$ cat src/hw/rtl/randomized_exponential_backoff_defines.svh
// ----------------------------------------------------------------------------
// Assertion macros for the randomized exponential back-off block
// Same-cycle and next-cycle implication checks with a synchronous reset guard.
// ----------------------------------------------------------------------------
`ifndef RANDOMIZED_EXPONENTIAL_BACKOFF_DEFINES_SVH
`define RANDOMIZED_EXPONENTIAL_BACKOFF_DEFINES_SVH

// The consequent must hold in the same cycle as the antecedent.
`define REXB_ASSERT_SAME(label, clk, rst_n, ante, cons) \
    label: assert property (@(posedge clk) disable iff (!rst_n) (ante) |-> (cons)) \
        else $error("Same-cycle check failed in %m.");

// The consequent must hold in the cycle after the antecedent.
`define REXB_ASSERT_NEXT(label, clk, rst_n, ante, cons) \
    label: assert property (@(posedge clk) disable iff (!rst_n) (ante) |=> (cons)) \
        else $error("Next-cycle check failed in %m.");

`endif

$ cat src/hw/rtl/rexb_pkg.sv
// ----------------------------------------------------------------------------
// rexb_pkg
// Shared types and constants of the randomized exponential back-off block.
// ----------------------------------------------------------------------------
package rexb_pkg;

    localparam int unsigned IVAL_W   = 32;
    localparam int unsigned JIT_W    = 9;
    localparam int unsigned GROW_W   = 16;
    localparam int unsigned RND_W    = 16;
    localparam int unsigned CMD_W    = 2;
    localparam int unsigned CFG_IDX_W = 3;
    localparam int unsigned CFG_DAT_W = 32;
    localparam int unsigned MUL_A_W  = IVAL_W + 1;
    localparam int unsigned MUL_B_W  = 17;
    localparam int unsigned PROD_W   = MUL_A_W + MUL_B_W;

    localparam logic [IVAL_W-1:0] RST_INITIAL  = 32'd500;
    localparam logic [IVAL_W-1:0] RST_CEILING  = 32'd60000;
    localparam logic [IVAL_W-1:0] RST_LIMIT    = 32'd900000;
    localparam logic [JIT_W-1:0]  RST_JITTER   = 9'd128;
    localparam logic [GROW_W-1:0] RST_GROWTH   = 16'd384;
    localparam logic [JIT_W-1:0]  JITTER_ONE   = 9'd256;

    typedef enum logic [CMD_W-1:0] {
        CMD_TICK    = 2'd0,
        CMD_NEXT    = 2'd1,
        CMD_RESTART = 2'd2
    } t_cmd;

    typedef enum logic [CFG_IDX_W-1:0] {
        CFG_INITIAL = 3'd0,
        CFG_CEILING = 3'd1,
        CFG_LIMIT   = 3'd2,
        CFG_JITTER  = 3'd3,
        CFG_GROWTH  = 3'd4
    } t_cfg_idx;

    typedef enum logic [1:0] {
        MUL_LO   = 2'd0,
        MUL_HI   = 2'd1,
        MUL_OFF  = 2'd2,
        MUL_GROW = 2'd3
    } t_mul_sel;

    typedef struct packed {
        logic     tick;
        logic     restart;
        logic     capture;
        logic     mul_en;
        t_mul_sel mul_sel;
        logic     ld_lo;
        logic     ld_span;
        logic     ld_delay;
        logic     ld_out;
        logic     out_stop;
        logic     upd_ival;
    } t_dp_cmd;

    typedef struct packed {
        logic stop_hit;
    } t_dp_status;

endpackage

$ cat src/hw/rtl/rexb_ctrl.sv
// ----------------------------------------------------------------------------
// rexb_ctrl
// Sequencer that steps the shared multiplier through the delay and growth
// products and manages the input and output handshakes.
// ----------------------------------------------------------------------------
module rexb_ctrl
    import rexb_pkg::*;
(
    input  logic                 i_clk,
    input  logic                 i_rst_n,
    input  logic                 i_in_valid,
    input  logic [CMD_W-1:0]     i_command,
    output logic                 o_in_ready,
    output logic                 o_out_valid,
    input  logic                 i_out_ready,
    input  t_dp_status           i_status,
    output t_dp_cmd              o_cmd
);

    typedef enum logic [2:0] {
        S_IDLE,
        S_LO,
        S_HI,
        S_SPAN,
        S_OFF,
        S_GROW,
        S_DONE
    } t_state;

    t_state r_state, n_state;
    logic   r_stop, n_stop;
    logic   r_out_valid, n_out_valid;
    logic   w_accept;
    logic   w_slot_free;

    assign o_in_ready  = (r_state == S_IDLE);
    assign o_out_valid = r_out_valid;
    assign w_accept    = i_in_valid && (r_state == S_IDLE);
    assign w_slot_free = !r_out_valid || i_out_ready;

    always_comb begin
        n_state     = r_state;
        n_stop      = r_stop;
        n_out_valid = r_out_valid && !i_out_ready;
        o_cmd       = '0;
        o_cmd.mul_sel = MUL_LO;
        unique case (r_state)
            S_IDLE: begin
                if (w_accept) begin
                    if (i_command == CMD_TICK) begin
                        o_cmd.tick = 1'b1;
                    end else if (i_command == CMD_RESTART) begin
                        o_cmd.restart = 1'b1;
                    end else if (i_command == CMD_NEXT) begin
                        o_cmd.capture = 1'b1;
                        n_stop  = i_status.stop_hit;
                        n_state = i_status.stop_hit ? S_DONE : S_LO;
                    end
                end
            end
            S_LO: begin
                o_cmd.mul_en  = 1'b1;
                o_cmd.mul_sel = MUL_LO;
                n_state = S_HI;
            end
            S_HI: begin
                o_cmd.ld_lo   = 1'b1;
                o_cmd.mul_en  = 1'b1;
                o_cmd.mul_sel = MUL_HI;
                n_state = S_SPAN;
            end
            S_SPAN: begin
                o_cmd.ld_span = 1'b1;
                n_state = S_OFF;
            end
            S_OFF: begin
                o_cmd.mul_en  = 1'b1;
                o_cmd.mul_sel = MUL_OFF;
                n_state = S_GROW;
            end
            S_GROW: begin
                o_cmd.ld_delay = 1'b1;
                o_cmd.mul_en   = 1'b1;
                o_cmd.mul_sel  = MUL_GROW;
                n_state = S_DONE;
            end
            S_DONE: begin
                if (w_slot_free) begin
                    o_cmd.ld_out   = 1'b1;
                    o_cmd.out_stop = r_stop;
                    o_cmd.upd_ival = !r_stop;
                    n_out_valid    = 1'b1;
                    n_state        = S_IDLE;
                end
            end
            default: begin
                n_state = S_IDLE;
            end
        endcase
    end

    always_ff @(posedge i_clk) begin
        if (!i_rst_n) begin
            r_state     <= S_IDLE;
            r_stop      <= 1'b0;
            r_out_valid <= 1'b0;
        end else begin
            r_state     <= n_state;
            r_stop      <= n_stop;
            r_out_valid <= n_out_valid;
        end
    end

endmodule

$ cat src/hw/rtl/rexb_dp.sv
// ----------------------------------------------------------------------------
// rexb_dp
// Configuration registers, interval and elapsed state, the shared multiplier
// and the output register of the back-off block.
// ----------------------------------------------------------------------------
module rexb_dp
    import rexb_pkg::*;
(
    input  logic                 i_clk,
    input  logic                 i_rst_n,
    input  logic                 i_cfg_valid,
    input  logic [CFG_IDX_W-1:0] i_cfg_index,
    input  logic [CFG_DAT_W-1:0] i_cfg_data,
    input  logic [RND_W-1:0]     i_random,
    input  t_dp_cmd              i_cmd,
    output t_dp_status           o_status,
    output logic [IVAL_W-1:0]    o_delay,
    output logic                 o_stop
);

    logic [IVAL_W-1:0]  r_initial;
    logic [IVAL_W-1:0]  r_ceiling;
    logic [IVAL_W-1:0]  r_limit;
    logic [JIT_W-1:0]   r_jitter;
    logic [GROW_W-1:0]  r_growth;
    logic [IVAL_W-1:0]  r_ival;
    logic [IVAL_W-1:0]  r_elapsed;

    logic [RND_W-1:0]   r_rnd;
    logic [PROD_W-1:0]  r_prod;
    logic [MUL_A_W-1:0] r_lo;
    logic [MUL_A_W-1:0] r_span;
    logic [IVAL_W-1:0]  r_delay;
    logic [IVAL_W-1:0]  r_out_delay;
    logic               r_out_stop;

    logic [JIT_W-1:0]   w_jit;
    logic [MUL_A_W-1:0] w_mul_a;
    logic [MUL_B_W-1:0] w_mul_b;
    logic [MUL_A_W:0]   w_sum;
    logic [IVAL_W-1:0]  w_sum_sat;
    logic [IVAL_W+7:0]  w_grown;
    logic [IVAL_W-1:0]  w_grown_sat;
    logic [IVAL_W-1:0]  w_next_ival;

    assign w_jit = (r_jitter > JITTER_ONE) ? JITTER_ONE : r_jitter;

    always_comb begin
        case (i_cmd.mul_sel)
            MUL_LO: begin
                w_mul_a = {1'b0, r_ival};
                w_mul_b = MUL_B_W'(JITTER_ONE - w_jit);
            end
            MUL_HI: begin
                w_mul_a = {1'b0, r_ival};
                w_mul_b = MUL_B_W'({1'b0, JITTER_ONE} + {1'b0, w_jit});
            end
            MUL_OFF: begin
                w_mul_a = r_span;
                w_mul_b = MUL_B_W'(r_rnd);
            end
            default: begin
                w_mul_a = {1'b0, r_ival};
                w_mul_b = MUL_B_W'(r_growth);
            end
        endcase
    end

    assign w_sum       = {1'b0, r_lo} + {1'b0, r_prod[RND_W +: MUL_A_W]};
    assign w_sum_sat   = (|w_sum[MUL_A_W:IVAL_W]) ? '1 : w_sum[IVAL_W-1:0];
    assign w_grown     = r_prod[8 +: IVAL_W+8];
    assign w_grown_sat = (|w_grown[IVAL_W+7:IVAL_W]) ? '1 : w_grown[IVAL_W-1:0];
    assign w_next_ival = (w_grown_sat > r_ceiling) ? r_ceiling : w_grown_sat;

    assign o_status.stop_hit = (r_elapsed >= r_limit);
    assign o_delay = r_out_delay;
    assign o_stop  = r_out_stop;

    always_ff @(posedge i_clk) begin
        if (!i_rst_n) begin
            r_initial <= RST_INITIAL;
            r_ceiling <= RST_CEILING;
            r_limit   <= RST_LIMIT;
            r_jitter  <= RST_JITTER;
            r_growth  <= RST_GROWTH;
        end else if (i_cfg_valid) begin
            unique case (i_cfg_index)
                CFG_INITIAL: r_initial <= i_cfg_data;
                CFG_CEILING: r_ceiling <= i_cfg_data;
                CFG_LIMIT:   r_limit   <= i_cfg_data;
                CFG_JITTER:  r_jitter  <= i_cfg_data[JIT_W-1:0];
                CFG_GROWTH:  r_growth  <= i_cfg_data[GROW_W-1:0];
                default: begin
                end
            endcase
        end
    end

    always_ff @(posedge i_clk) begin
        if (!i_rst_n) begin
            r_ival    <= RST_INITIAL;
            r_elapsed <= '0;
        end else begin
            if (i_cmd.restart) begin
                r_ival    <= r_initial;
                r_elapsed <= '0;
            end else if (i_cmd.upd_ival) begin
                r_ival <= w_next_ival;
            end
            if (i_cmd.tick && (r_elapsed != '1)) begin
                r_elapsed <= r_elapsed + 1'b1;
            end
        end
    end

    always_ff @(posedge i_clk) begin
        if (i_cmd.capture) begin
            r_rnd <= i_random;
        end
        if (i_cmd.mul_en) begin
            r_prod <= w_mul_a * w_mul_b;
        end
        if (i_cmd.ld_lo) begin
            r_lo <= r_prod[8 +: MUL_A_W];
        end
        if (i_cmd.ld_span) begin
            r_span <= r_prod[8 +: MUL_A_W] - r_lo;
        end
        if (i_cmd.ld_delay) begin
            r_delay <= w_sum_sat;
        end
        if (i_cmd.ld_out) begin
            r_out_delay <= i_cmd.out_stop ? '0 : r_delay;
            r_out_stop  <= i_cmd.out_stop;
        end
    end

endmodule

$ cat src/hw/rtl/randomized_exponential_backoff.sv
// ----------------------------------------------------------------------------
// randomized_exponential_backoff
// Exponential back-off delay generator with uniform jitter and a stop limit.
// ----------------------------------------------------------------------------
// Channel   Direction  Handshake                      Payload
// s_axis    in         s_axis_tvalid / s_axis_tready  tuser command, tdata random
// m_axis    out        m_axis_tvalid / m_axis_tready  tdata delay, tuser stop
// cfg       in         i_cfg_valid / o_cfg_ready      i_cfg_index, i_cfg_data
//
// Tick and restart items are taken in the idle state. A next item steps
// through the shared 33 x 17 multiplier (four products), or skips it when it stops.
// Synchronous reset restores the configuration registers, the interval and the elapsed count.
// A finished result waits in its step until the output register is free.
// Configuration writes are always taken.
// ----------------------------------------------------------------------------
`include "randomized_exponential_backoff_defines.svh"

module randomized_exponential_backoff
    import rexb_pkg::*;
(
    input  logic                 i_clk,
    input  logic                 i_rst_n,
    input  logic                 s_axis_tvalid,
    output logic                 s_axis_tready,
    input  logic [15:0]          s_axis_tdata,   // [15:0] random_fraction
    input  logic [1:0]           s_axis_tuser,   // [1:0] command
    output logic                 m_axis_tvalid,
    input  logic                 m_axis_tready,
    output logic [31:0]          m_axis_tdata,   // [31:0] delay
    output logic                 m_axis_tuser,   // [0] stop
    input  logic                 i_cfg_valid,
    output logic                 o_cfg_ready,
    input  logic [CFG_IDX_W-1:0] i_cfg_index,
    input  logic [CFG_DAT_W-1:0] i_cfg_data
);

    t_dp_cmd    w_cmd;
    t_dp_status w_status;
    logic       w_in_take;
    logic       w_take_next;
    logic       w_take_other;

    assign o_cfg_ready = 1'b1;

    rexb_ctrl u_ctrl (
        .i_clk       (i_clk),
        .i_rst_n     (i_rst_n),
        .i_in_valid  (s_axis_tvalid),
        .i_command   (s_axis_tuser),
        .o_in_ready  (s_axis_tready),
        .o_out_valid (m_axis_tvalid),
        .i_out_ready (m_axis_tready),
        .i_status    (w_status),
        .o_cmd       (w_cmd)
    );

    rexb_dp u_dp (
        .i_clk       (i_clk),
        .i_rst_n     (i_rst_n),
        .i_cfg_valid (i_cfg_valid),
        .i_cfg_index (i_cfg_index),
        .i_cfg_data  (i_cfg_data),
        .i_random    (s_axis_tdata),
        .i_cmd       (w_cmd),
        .o_status    (w_status),
        .o_delay     (m_axis_tdata),
        .o_stop      (m_axis_tuser)
    );

    assign w_in_take    = s_axis_tvalid && s_axis_tready;
    assign w_take_next  = w_in_take && (s_axis_tuser == CMD_NEXT);
    assign w_take_other = w_in_take && (s_axis_tuser == CMD_TICK || s_axis_tuser == CMD_RESTART);

    `REXB_ASSERT_NEXT(a_next_busy, i_clk, i_rst_n, w_take_next, !s_axis_tready)
    `REXB_ASSERT_NEXT(a_tick_idle, i_clk, i_rst_n, w_take_other, s_axis_tready)
    `REXB_ASSERT_SAME(a_stop_zero, i_clk, i_rst_n, m_axis_tvalid && m_axis_tuser, m_axis_tdata == '0)

endmodule

$ cat config.mk
export PLATFORM = sky130hd
export DESIGN_NAME = randomized_exponential_backoff
export DESIGN_NICKNAME = d
export VERILOG_FILES = /design/src/hw/rtl/rexb_pkg.sv /design/src/hw/rtl/rexb_ctrl.sv /design/src/hw/rtl/rexb_dp.sv /design/src/hw/rtl/randomized_exponential_backoff.sv
export VERILOG_INCLUDE_DIRS = /design/src /design/src/hw/rtl
export SDC_FILE = /design/constraint.sdc
export NUM_CORES = 2
export LEC_CHECK = 0
export BUFFER_PORTS_ARGS = -buffer_cell sky130_fd_sc_hd__buf_2
export CORE_UTILIZATION = 56
export DETAILED_ROUTE_END_ITERATION = 10
export PLACE_DENSITY = 0.73
export SLEW_MARGIN = 40
export SYNTH_ARGS = -nofsm -noshare
export SYNTH_HDL_FRONTEND = slang
export SYNTH_SLANG_ARGS = --single-unit
$ cat constraint.sdc
create_clock -name i_clk -period 10.6 [get_ports i_clk]
set_input_delay 1.06 -clock i_clk [delete_from_list [all_inputs] [get_ports i_clk]]
set_output_delay 1.06 -clock i_clk [all_outputs]
set_load 0.02 [all_outputs]
Yosys cells after proc, flatten, opt, wreduce, memory -nomap -nowiden

Cells that the tools add are included.

Bits of input ports: 58
RAM bits: 0
Latch bits: 0
Flip-flop bits (word level): 386
Memories kept: 0
Bits in read-only memories: 0

Bitwise gates (word level): 2
Shift operators: 0
$add $sub $neg: 5
Eq/ne operators: 20
Multiplexer cells: 31
$mul: 1
Divide/modulo/power cells: 0
$lt $le $gt $ge: 3
Reduce and logical (&&, ||, !) cells: 22

Operator list:

| cell                  | number |
|---|---|
| $mux 32               | 6 |
| $pmux 17 s3           | 1 |
| $mul 33x17->49        | 1 |
| $add 33x33->34        | 1 |
| $mux 33               | 1 |
| $sub 33x33->33        | 1 |
| $add 32x1->32 const B | 1 |
| $ge 32x32->1          | 1 |
| $gt 32x32->1          | 1 |
| $ne 32x32->1 const B  | 1 |
| $mux 3                | 10 |
| $pmux 3 s7            | 1 |
| $eq 3x2->1 const B    | 4 |
| $eq 3x3->1 const B    | 4 |
| $pmux 3 s4            | 1 |
| $add 9x9->10 const A  | 1 |
| $reduce_and 2->1      | 5 |
| $reduce_and 5->1      | 2 |
| $sub 9x9->10 const A  | 1 |
| $gt 9x9->1 const B    | 1 |
| $mux 1                | 9 |
| $mux 9                | 1 |
| $reduce_or 8->1       | 1 |
| $eq 3x1->1 const B    | 2 |
| 13 further kinds      | 26 |

Logic depth before layout (Yosys ltp)

Word-level depth: 8
Mapped depth: 33
Mapped depth without buffers: 32

Modules after synthesis

From an unflattened synthesis, not the netlist that was laid out.

Cell total of the unflattened synthesis: 4,084
Area total of the unflattened synthesis: 36,991.7 um2

By module, submodules not included:

| module                         | area an instance (um2) | cells an instance | times used |
|---|---|---|---|
| rexb_dp                        | 36,572.6               | 4,037             | 1 |
| rexb_ctrl                      | 407.9                  | 45                | 1 |
| randomized_exponential_backoff | 11.3                   | 2                 | 1 |

Least setup slack after synthesis

OpenSTA, ideal clock, no wires.

Path kind: register to register
Start point: reg u_ctrl.r_state[0]
End point: reg u_dp.r_prod[45] (data pin)
Data arrival time: 7.756 ns
Stages on the path, launching flop included: 29
Buffers on the path: 5
Setup slack: 2.583 ns
Required time: 10.339 ns
Library setup time: 0.261 ns
Cells stage by stage: dfxtp_1 buf_2 buf_1 nand2_1 inv_1 a211o_1 clkbuf_1 clkbuf_1 nand2_1 fa_1 inv_1 fa_1 inv_1 fa_1 inv_1 fa_1 fa_1 inv_1 fa_1 inv_1 ha_1 clkbuf_1 nand4_1 nor3_1 inv_1 a211oi_2 o21ai_2 or3_1 a311o_1

Cells in the longest elaborated chain, start to end: 5

RTL lines:

| what                                          | line             | source |
|---|---|---|
| start: declaration                            | rexb_ctrl.sv:30  | `t_state r_state, n_state;` |
| start signal: assignment                      | rexb_ctrl.sv:108 | `r_state <= n_state;` |
| $eq 3x3->1 (tied with other cells)            | rexb_ctrl.sv:47  | `unique case (r_state)` |
| $pmux 3 s4 *                                  | rexb_ctrl.sv:47  |  |
| $eq 2x2->1 (tied with other cells)            | rexb_dp.sv:49    | `case (i_cmd.mul_sel)` |
| $pmux 17 s3 / $mux 33 (equally long branches) | rexb_dp.sv:49    |  |
| $mul 33x17->49 *                              | rexb_dp.sv:121   | `r_prod <= w_mul_a * w_mul_b;` |
| end signal: assignment                        | rexb_dp.sv:121   |  |
| end: declaration                              | rexb_dp.sv:30    | `logic [PROD_W-1:0] r_prod;` |

Every way passes the cells marked *; elsewhere a longest branch is shown, timed or not.
A chain may end at the register's enable or synchronous reset.

Worst setup path after layout

Start point: reg u_ctrl.r_state[2]
End point: reg u_dp.r_prod[45] (data pin)

The elaborated chain is that of the path after synthesis.

==> impl_results.md <==
- Number of enable-type register cells in the synthesized netlist: 188
- Post-detailed-route wirelength per cell: 20.0 um
- Share of the synthesized area in compound gates (AO/OA/AOI/OAI): 11.2%
- Critical path fanouts, max: 35
- Critical register-to-register path endpoint: u_dp.r_prod[45]
- P_leak: 18.3 nW
- Most frequent standard cell in the layout excluding fill and tap cells: sky130_fd_sc_hd__nand2_1
- GP Congestion: 0.967
- Dominant cell type by area after synthesis: sky130_fd_sc_hd__fa_1
- Seq/Total Area, Yosys: 25.5%
- Largest family of logic cells by synthesized area: adder cells
- Hold-fix buffers, CTS: 0
- Distinct cell type count of the synthesized netlist: 88
- Core area: 64900 um2
- Final critical path time including I/O delays and setup: 8.88 ns
- Share of flip-flops with an asynchronous set or reset after synthesis: 0%
- Met3 layer usage reported by global route: 3.91%
- Worst-case reg-to-reg path depth: 27
- Drt first pass iters: 6
- Total power divided by cell area: 112 nW/um2
- Combined area of all synthesized cells: 37000 um2
- Period utilization: 83.8%
- Worst IR Drop VDD: 0.105 mV
- Area share of the largest cell type after synthesis: 25.0%
- Setup TNS: 0 ns
- Synth Area in Adders: 33.5%
- Kind of launch point of the worst setup path: register
- Max_slew headroom: 41.5%
- Setup repair after global routing missed its margin: false
- Signed area change from the synthesized netlist to the final layout: 7.67%
- Startpoint of the most critical hold path: u_dp.r_limit[22]
- H-Tree Depth: 2
- WS Path Type: register to register
- Total via count in the routed design: 28900
- Via count of the first global-routing pass: 28300
- Clock root cell: sky130_fd_sc_hd__clkbuf_16
- Most heavily used metal layer in global routing: met2
- Critical path capture point type: register
- Initial antenna violation count: 1
- Via density: 5.76
- Detailed Route WL: 100000 um
- Synthesized area per cell: 9.03 um2
- Final setup vio count: 0
- Fill cell instance count of the final layout: 5609
- Final WS setup: 1.72 ns
- Number of cell rows: 93
- Floorplan die width: 259 um
- Number of flip-flops and latches in the synthesized netlist: 378
- Post-Route Skew: 0.0278 ns
- GRT Residual Overflow: 0
- Max-Cap Viols: 0
- Total global routing track utilization: 30.0%
- Post-Synth XOR/XNOR Area: 2.11%
- Number of pins exceeding their max-slew limit in the final report: 0
- DRC marker count from the first detailed-route iteration: 2463
- Count of endpoints failing hold in the final timing report: 0
- Detailed-placement wirelength estimate: 77100 um
- Slew @ Worst Pin: 0.853 ns
- Highest Clock Rate: 0.113 GHz
- CTS tree: done
- CTS-repair resized insts: 0
- Min-delay worst type: register to register
- Count of buffers inserted at the top-level ports: 92
- Hold-critical path depth: 2
- Grt met2 use: 50.1%
- Portion of netlist area occupied by mux cells: 2.80%
- First-pass GRT wire length: 156000 um
- Die H: 259 um
- Synthesis warning total: 0
- Number of DRC violations after detailed routing: 0
- Grt met1 use: 40.7%
- Final core utilization: 61.4%
- Net total in the final layout: 4896
- Ratio of cells with drive above 1 in the final layout: 7.92%
- Leading register cell type out of synthesis: sky130_fd_sc_hd__dfxtp_1
- Status: finished, final reports clean
- Pre-CTS setup slack: 1.79 ns
- # Post-CTS Setup Buffers: 0
- Largest net degree at the start of global routing: 89
- Number of clock sinks seen by CTS: 378
- Gate count of the mapped netlist: 4097
- Clock Latency Late Sink: 0.55 ns
- Initial core utilization: 57.0%
- Number of top-level pins: 94
- Diodes inserted: 0
- Number of buffers on the longest clock path: 3
- Startpoint of the most critical register-to-register path: u_ctrl.r_state[2]
- Commonest cells after routing, fill and taps aside: sky130_fd_sc_hd__nand2_1 (741), sky130_fd_sc_hd__inv_1 (720), sky130_fd_sc_hd__fa_1 (463)
- Floorplan die area: 67100 um2
- Slack of the worst reg-to-reg path: 1.72 ns
- Post-synthesis share of cell area spent on and, or, nand and nor gates: 15.7%
- Number of buffers created by CTS: 39
- Clock-pin slew reported for the worst setup and hold paths after clock tree synthesis: 0.06 ns
- Hold Path End: u_dp.r_limit[22]
- Main area contributors after synthesis: sky130_fd_sc_hd__fa_1 (25%), sky130_fd_sc_hd__edfxtp_1 (15%), sky130_fd_sc_hd__dfxtp_1 (10%)
- Required time reported for the critical path endpoint: 10.89 ns
- Arr. time, crit path: 9.17 ns
- Detail Route Antenna Nets: 0
## power by group
group / internal [W] / switching [W]
sequential: 0.00162 / 0.0000476
clock: 0.000910 / 0.000591
combinational: 0.000488 / 0.000796
total: 0.00301 / 0.00143
## state kept, by name, summed over array words and instances (netlist names)
register and cells:
u_dp.o_stop 1, u_dp.r_prod 41, u_dp.r_lo 33, u_dp.r_delay 32
u_dp.r_growth 16, u_ctrl.o_out_valid 1, u_dp.r_span 33, u_ctrl.r_stop 1
u_dp.r_ceiling 32, u_dp.r_initial 32, u_dp.r_jitter 9, u_dp.r_rnd 16
u_ctrl.r_state 3, u_dp.r_ival 32, u_dp.r_limit 32, u_dp.o_delay 32
u_dp.r_elapsed 32
## per-stage QoR
stage | instances | hold WS, ns | cell area (um2) | power (W)
final | 5011 | 0.456 | 39900 | 0.00445
after global routing | 5011 | 0.468 | 39900 | 0.00467
after CTS | 5011 | 0.456 | 39800 | 0.00446
after detailed placement | 4940 | 0.447 | 38400 | 0.00296
after global placement | 4938 | 0.443 | 38400 | 0.00293
after floorplan | 4128 | 0.432 | 37100 | 0.00261
## kinds of logic after synthesis
| logic type | Yosys count |
|---|---|
| AO/OA/AOI/OAI | 628 |
| XOR/XNOR | 89 |
| adder cells (fa/ha/maj) | 712 |
| flip-flops | 378 |
| buffers and inverters | 897 |
| AND/OR/NAND/NOR | 1293 |
| multiplexers | 98 |
| other | 2 |
## area by class of cell
cell class | count | area (um2) | share of cell area [%]
inverter | 721 | 2710 | 6.80
tap | 855 | 1070 | 2.68
timing repair buffer | 133 | 783 | 1.97
multi-input combinational | 2853 | 24400 | 61.3
clock inverter | 21 | 312 | 0.782
sequential | 378 | 9450 | 23.7
clock buffer | 50 | 1100 | 2.76
## cell usage after synthesis (8+ instances only)
| master | number |
|---|---|
| sky130_fd_sc_hd__nand2_1 | 746 |
| sky130_fd_sc_hd__inv_1 | 720 |
| sky130_fd_sc_hd__fa_1 | 463 |
| sky130_fd_sc_hd__ha_1 | 249 |
| sky130_fd_sc_hd__a21oi_1 | 237 |
| sky130_fd_sc_hd__dfxtp_1 | 190 |
| sky130_fd_sc_hd__edfxtp_1 | 188 |
| sky130_fd_sc_hd__clkbuf_1 | 156 |
| sky130_fd_sc_hd__nor2_1 | 149 |
| sky130_fd_sc_hd__and2_1 | 138 |
| sky130_fd_sc_hd__a21o_1 | 85 |
| sky130_fd_sc_hd__o21ai_0 | 73 |
| sky130_fd_sc_hd__xnor2_1 | 61 |
| sky130_fd_sc_hd__nand3_1 | 55 |
| sky130_fd_sc_hd__mux2i_1 | 53 |
| sky130_fd_sc_hd__mux2_2 | 45 |
| sky130_fd_sc_hd__or2_2 | 39 |
| sky130_fd_sc_hd__o211ai_1 | 33 |
| sky130_fd_sc_hd__nor3_1 | 31 |
| sky130_fd_sc_hd__nand4_1 | 29 |
| sky130_fd_sc_hd__o221ai_1 | 28 |
| sky130_fd_sc_hd__xor2_1 | 28 |
| sky130_fd_sc_hd__o21a_1 | 25 |
| sky130_fd_sc_hd__and3_1 | 24 |
| sky130_fd_sc_hd__nand2b_1 | 20 |
| sky130_fd_sc_hd__o31ai_1 | 20 |
| sky130_fd_sc_hd__nor2b_1 | 18 |
| sky130_fd_sc_hd__a31oi_1 | 17 |
| sky130_fd_sc_hd__a211oi_1 | 16 |
| sky130_fd_sc_hd__o21bai_1 | 16 |
| sky130_fd_sc_hd__buf_2 | 11 |
| sky130_fd_sc_hd__nor4_1 | 8 |
## worst max-delay path by stage
stage,endpoint,depth (start not counted),start,slack (ns)
floorplan,u_dp.r_prod[45],28,u_ctrl.r_state[0],2.58
global placement,u_dp.r_prod[45],26,u_ctrl.r_state[2],1.87
detailed placement,u_dp.r_prod[45],27,u_ctrl.r_state[2],1.79
CTS,u_dp.r_prod[45],25,u_ctrl.r_state[2],1.78
global route,u_dp.r_prod[45],25,u_ctrl.r_state[2],1.29
finish,u_dp.r_prod[45],27,u_ctrl.r_state[2],1.72
## metal layers
layer  vias to the layer above  part of all wire [%]
met5                         -                     0
met4                         0                   3.0
met3                       188                   7.8
met2                      1131                    48
met1                     14400                    41
li1                      13200                     -
## critical path: stages, from the launching register on
cell	delay, ns
sky130_fd_sc_hd__dfxtp_1	0.65
sky130_fd_sc_hd__nor2b_1	0.65
sky130_fd_sc_hd__nand2_1	0.15
sky130_fd_sc_hd__inv_1	0.08
sky130_fd_sc_hd__buf_4	0.41
sky130_fd_sc_hd__a211o_1	0.77
sky130_fd_sc_hd__buf_4	0.30
sky130_fd_sc_hd__nand2_1	0.09
sky130_fd_sc_hd__fa_1	0.53
sky130_fd_sc_hd__inv_1	0.05
sky130_fd_sc_hd__fa_1	0.53
sky130_fd_sc_hd__inv_1	0.06
sky130_fd_sc_hd__fa_1	0.49
sky130_fd_sc_hd__inv_1	0.05
sky130_fd_sc_hd__fa_1	0.49
sky130_fd_sc_hd__fa_1	0.49
sky130_fd_sc_hd__inv_1	0.05
sky130_fd_sc_hd__fa_1	0.50
sky130_fd_sc_hd__inv_1	0.06
sky130_fd_sc_hd__ha_1	0.37
sky130_fd_sc_hd__o21a_1	0.13
sky130_fd_sc_hd__nor2_1	0.07
sky130_fd_sc_hd__o21ai_0	0.18
sky130_fd_sc_hd__a31oi_1	0.14
sky130_fd_sc_hd__a211oi_2	0.39
sky130_fd_sc_hd__o21ai_2	0.19
sky130_fd_sc_hd__or3_1	0.42
sky130_fd_sc_hd__a311o_1	0.32
Note: power is estimated with default switching activity, not from simulation.
